File: config.mk
export PLATFORM = sky130hd
export DESIGN_NAME = npir_ctrl
export DESIGN_NICKNAME = d
export VERILOG_FILES = /design/src/hdl/npir_pkg.sv /design/src/hdl/npir_ctrl.sv
export SDC_FILE = /design/constraint.sdc
export NUM_CORES = 1
export LEC_CHECK = 0
export BUFFER_PORTS_ARGS = -buffer_cell sky130_fd_sc_hd__buf_2
export CORE_AREA = 2 2 39 41
export CTS_CLUSTER_DIAMETER = 40
export DETAILED_ROUTE_END_ITERATION = 6
export DIE_AREA = 0 0 41 43
export PLACE_DENSITY = 0.46
export SETUP_SLACK_MARGIN = 0.02
export SYNTH_ARGS = -nofsm -noshare
export SYNTH_HDL_FRONTEND = slang
export SYNTH_SLANG_ARGS = --single-unit
File: constraint.sdc
create_clock -name clk -period 1.3 [get_ports clk]
set_input_delay 0.065 -clock clk [delete_from_list [all_inputs] [get_ports clk]]
set_output_delay 0.065 -clock clk [all_outputs]
set_load 0.005 [all_outputs]
File: src/hdl/npir_pkg.sv
// Shared constants and controller command type for the image rotator.
`default_nettype none

package npir_pkg;

    // Frame store geometry
    localparam int MAX_WIDTH   = 128;
    localparam int MAX_HEIGHT  = 128;
    localparam int STORE_DEPTH = MAX_WIDTH * MAX_HEIGHT;
    localparam int ADDR_W      = $clog2(STORE_DEPTH);
    localparam int COL_W       = $clog2(MAX_WIDTH);
    localparam int ROW_W       = $clog2(MAX_HEIGHT);
    localparam int DIM_W       = $clog2((MAX_WIDTH > MAX_HEIGHT ? MAX_WIDTH : MAX_HEIGHT) + 1);

    // Item and register field widths
    localparam int PIX_W       = 32;
    localparam int CFG_DIM_W   = 8;
    localparam int TRIG_W      = 16;
    localparam int CHAN_W      = 3;
    localparam int CFG_IDX_W   = 3;
    localparam int CFG_DATA_W  = 16;

    // Fixed point: Q2.14 trig terms
    localparam int FRAC_W      = 14;

    // Rotation datapath widths
    localparam int OFS_W       = (COL_W > ROW_W ? COL_W : ROW_W) + 1;
    localparam int PROD_W      = OFS_W + TRIG_W;
    localparam int SUM_W       = PROD_W + 1;

    // Register indexes
    localparam logic [CFG_IDX_W-1:0] REG_FRAME_WIDTH  = 3'd0;
    localparam logic [CFG_IDX_W-1:0] REG_FRAME_HEIGHT = 3'd1;
    localparam logic [CFG_IDX_W-1:0] REG_COS_TERM     = 3'd2;
    localparam logic [CFG_IDX_W-1:0] REG_SIN_TERM     = 3'd3;
    localparam logic [CFG_IDX_W-1:0] REG_CHANNELS     = 3'd4;

    // Register reset values
    localparam logic [CFG_DIM_W-1:0] RST_FRAME_WIDTH  = 8'd128;
    localparam logic [CFG_DIM_W-1:0] RST_FRAME_HEIGHT = 8'd128;
    localparam logic [TRIG_W-1:0]    RST_COS_TERM     = 16'h4000;
    localparam logic [TRIG_W-1:0]    RST_SIN_TERM     = 16'h0000;
    localparam logic [CHAN_W-1:0]    RST_CHANNELS     = 3'd4;
    localparam logic [CHAN_W-1:0]    FULL_CHANNELS    = 3'd4;

    // Item actions
    localparam logic ACT_LOAD  = 1'b0;
    localparam logic ACT_FETCH = 1'b1;

    // Controller to datapath commands
    typedef struct packed {
        logic accept;   // latch the input item
        logic load;     // write the store, advance load index
        logic pos;      // resolve output position, form offsets
        logic mul;      // rotation products
        logic sum;      // sums, truncation, bounds check
        logic addr;     // source address
        logic read;     // store read
        logic emit;     // result on the ports
    } ctrl_cmd_t;

endpackage

`default_nettype wire

File: src/hdl/npir_ctrl.sv
// Controller state machine sequencing loads and rotated fetches.
`default_nettype none

module npir_ctrl
    import npir_pkg::*;
(
    input  wire logic       clk,
    input  wire logic       rst_n,
    input  wire logic       start,
    input  wire logic       action,
    output logic            busy,
    output ctrl_cmd_t       cmd
);

    localparam logic [2:0] S_IDLE = 3'd0;
    localparam logic [2:0] S_LOAD = 3'd1;
    localparam logic [2:0] S_POS  = 3'd2;
    localparam logic [2:0] S_MUL  = 3'd3;
    localparam logic [2:0] S_SUM  = 3'd4;
    localparam logic [2:0] S_ADDR = 3'd5;
    localparam logic [2:0] S_READ = 3'd6;
    localparam logic [2:0] S_EMIT = 3'd7;

    logic [2:0] state_reg;
    logic [2:0] state_next;

    // Next state
    always_comb
    begin
        state_next = state_reg;
        unique case (state_reg)
            S_IDLE:
            begin
                if (start)
                begin
                    state_next = (action == ACT_LOAD) ? S_LOAD : S_POS;
                end
            end
            S_LOAD: state_next = S_IDLE;
            S_POS:  state_next = S_MUL;
            S_MUL:  state_next = S_SUM;
            S_SUM:  state_next = S_ADDR;
            S_ADDR: state_next = S_READ;
            S_READ: state_next = S_EMIT;
            S_EMIT: state_next = S_IDLE;
            default: state_next = S_IDLE;
        endcase
    end

    always_ff @(posedge clk or negedge rst_n)
    begin
        if (!rst_n)
        begin
            state_reg <= S_IDLE;
        end
        else
        begin
            state_reg <= state_next;
        end
    end

    // Commands
    assign busy       = (state_reg != S_IDLE);
    assign cmd.accept = (state_reg == S_IDLE) && start;
    assign cmd.load   = (state_reg == S_LOAD);
    assign cmd.pos    = (state_reg == S_POS);
    assign cmd.mul    = (state_reg == S_MUL);
    assign cmd.sum    = (state_reg == S_SUM);
    assign cmd.addr   = (state_reg == S_ADDR);
    assign cmd.read   = (state_reg == S_READ);
    assign cmd.emit   = (state_reg == S_EMIT);

endmodule

`default_nettype wire

==> flow_metrics.env <==
export IMPL_outcome="complete, no violations"
export IMPL_powerDensity_mw_per_mm2=2418
export IMPL_share_comb_of_total_power_pct=58.5
export IMPL_place_worst_setup_slack_ns=0.2106
export IMPL_async_flop_share_pct=100.0
export IMPL_cap_violations=0
export IMPL_setup_slack_ns=0.05657
export IMPL_whs_ns=0.1048
export IMPL_cp_start_kind="flip-flop"
export IMPL_yosysUniqueCellTypes=17
export IMPL_max_vdd_ir_drop_mv=0.4971
export IMPL_antenna_found_initial=0
export IMPL_clock_path_buffers=2
export IMPL_num_io_pins=13
export IMPL_tns_ns=0
export IMPL_dpl_hpwl_um=363
export IMPL_cp_cell_sequence="or3_4, nor2_2, buf_2"
export IMPL_overflow=0
export IMPL_p_int_uw=542.5
export IMPL_cp_slowest_stage_delay_ns=0.39
export IMPL_routed_via_density=3.828
export IMPL_hold_depth=3
export IMPL_cts_root_buf="clkbuf_4"
export IMPL_hold_violations=0
export IMPL_cp_max_fo=3
export IMPL_yosysTopAreaCell="dfrtp_1"
export IMPL_wl_per_cell_um=9.052
export IMPL_endpoint_kind="output pin"
export IMPL_ys_flop_type="dfrtp_1"
export IMPL_timing_final_crit_share_pct=95.65
export IMPL_tightest_slew_ns=0.1676
export IMPL_fin_skew_ns=0.0009367
export IMPL_dieWidth_um=41
export IMPL_clock_latency_ns=0.23
export IMPL_leakage_nw=0.1907
export IMPL_r2r_start="state_reg[0]"
export IMPL_grt_max_degree=9
export IMPL_fillers=160
export IMPL_switching_power_uw=316.7
export IMPL_slew_viol_final=0
export IMPL_grt_pass1_vias=183
export IMPL_critPathKind="reg2out"
export IMPL_p_sw_share_pct=36.86
export IMPL_detail_route_first_pass_iterations=3
export IMPL_synth_seq_cells=3
export IMPL_routabilityCongestion=0.6257
export IMPL_syn_nets=28
export IMPL_yosysTopAreaCellShare_pct=33.52
export IMPL_largest_reg_flops=3
export IMPL_core_mm2=0.001384
export IMPL_rr_endpoint="state_reg[1]"
export IMPL_yosysSeqAreaShare_pct=33.52
export IMPL_crit_required_ns=1.24
export IMPL_nNetsFinal=47
export IMPL_rows=14
export IMPL_reg2reg_depth=3
export IMPL_ys_warnings_count=0
export IMPL_fmax_mhz=804.2
export IMPL_clockPowerShare_pct=19.1
export IMPL_die_area_mm2=0.001763
export IMPL_track_usage_pct=7.553
export IMPL_utilization_pct=25.68
export IMPL_routed_wl_um=525
export IMPL_power_frac_seq_pct=22.4
export IMPL_synth_area_leaders="dfrtp_1 (34%), buf_6 (10%), and3_2 (6.7%)"
export IMPL_cp_slowest_cell="or3_4"
export IMPL_rsz0062_at_grt="true"
export IMPL_finalSetupViolCount=0
export IMPL_dr_total_vias=222
export IMPL_finalPower_uw=859.2
export IMPL_critPathArrivalTime_ns=1.18
export IMPL_whs_endpoint="state_reg[0]"
export IMPL_min_from="action"
export IMPL_cts_tree="yes"
export IMPL_cts_clk_slew_worst_paths_ns=0.04
export IMPL_cts_buffers_inserted=3
export IMPL_max_slew_margin_pct=88.80
export IMPL_synth_cells=24
export IMPL_die_y_um=43
export IMPL_layout_drive_gt1_share_pct=69.05
export IMPL_io_buffers=12
export IMPL_initial_core_util_pct=16.18
export IMPL_grt_pass1_wl_um=752
export IMPL_yosysMostFrequentCell="dfrtp_1"
export IMPL_antennaDiodeCount=0
export IMPL_min_period_ns=1.243
export IMPL_clock_sinks=3
export IMPL_syn_avg_cell_area_um2=9.332
export IMPL_syn_area_um2=224.0
export IMPL_areaGrowthSynthToFinish_pct=58.66
export IMPL_postRouteAntennaNets=0
export IMPL_htreeDepth=1
export IMPL_synth_enable_flop_cells=0
export IMPL_drc=0
export IMPL_reg2reg_slack_ns=0.19
export IMPL_hp_class="in2reg"
export IMPL_drt_iter0_markers=1
==> metrics by stage <==
stage	cell area (µm²)	std cells
2_1_floorplan	224.0	24
3_3_place_gp	291.5	51
3_5_place_dp	291.5	51
4_1_cts	337.8	57
5_1_grt	355.3	58
6_report	355.3	58
==> power by group through the flow <==
stage	registers, mW	logic (mW)	clock network (mW)
CTS	0.200	0.454	0.172
detailed placement	0.218	0.400	0
global placement	0.218	0.393	0
finish	0.193	0.503	0.164
global route	0.201	0.560	0.176
floorplan	0.160	0.348	0
==> worst max-delay path: cells and delay by family, from the launching register on <==
kind	cells	cell delay (ns)
buffers and inverters	1	0.11
and+or+nand+nor	2	0.46
DFF	1	0.38
==> metal layers <==
| metal | track usage, % | share of wire (%) | wire length [µm] |
|---|---|---|---|
| met2 | 8.438 | 52 | 272 |
| met1 | 7.792 | 43 | 228 |
| met4 | 12.00 | 0 | 0 |
| met3 | 3.141 | 4.6 | 24 |
| met5 | 0 | 0 | 0 |
==> worst max-delay path by stage <==
stage                   endpoint          from  slack (ns)
floorplan           state_reg[1]  state_reg[2]        0.24
global placement          cmd[7]  state_reg[0]        0.21
detailed placement        cmd[7]  state_reg[0]        0.21
CTS                       cmd[7]  state_reg[2]        0.03
global route              cmd[7]  state_reg[1]       -0.01
finish                    cmd[7]  state_reg[1]        0.06
==> cell usage in the layout (no fill, tap or decap) <==
cell / Yosys / layout
buf_2: 1 / 12
inv_1: 2 / 1
or3_4: 1 / 1
buf_4: 0 / 4
a211o_1: 1 / 1
nor3b_2: 0 / 1
nor3b_1: 2 / 1
nand2b_1: 1 / 1
inv_2: 0 / 1
nor2_1: 2 / 2
xnor2_1: 1 / 1
clkbuf_1: 0 / 1
and4bb_2: 1 / 1
dfrtp_2: 0 / 2
dfrtp_1: 3 / 1
nor3_2: 0 / 1
clkbuf_4: 0 / 3
and3_2: 2 / 2
a21oi_1: 1 / 1
nand2_1: 1 / 1
nor2_2: 1 / 1
and3b_1: 1 / 1
dlygate4sd3_1: 0 / 1
==> layout make-up <==
type / count / area [µm²] / area share [%]
clock buffers: 4 / 26.28 / 7.394
inverters: 2 / 7.507 / 2.113
multi-input cells: 16 / 123.9 / 34.86
flip-flops and latches: 3 / 77.57 / 21.83
well taps: 16 / 20.02 / 5.634
repair buffers: 17 / 100.1 / 28.17
==> cells by family after synthesis <==
group	share of synthesized area [%]
compound gates	6.144
xor+xnor	3.911
buf+inv	15.64
flops	33.52
simple gates	40.78
==> what timing repair did <==
item,CTS,global route
hold buffers,1,0
gates resized for setup,2,3
setup buffers,1,1
endpoints found under the hold margin,3,0
setup endpoints to repair,2,2
Power figures use the tool's default switching activity.
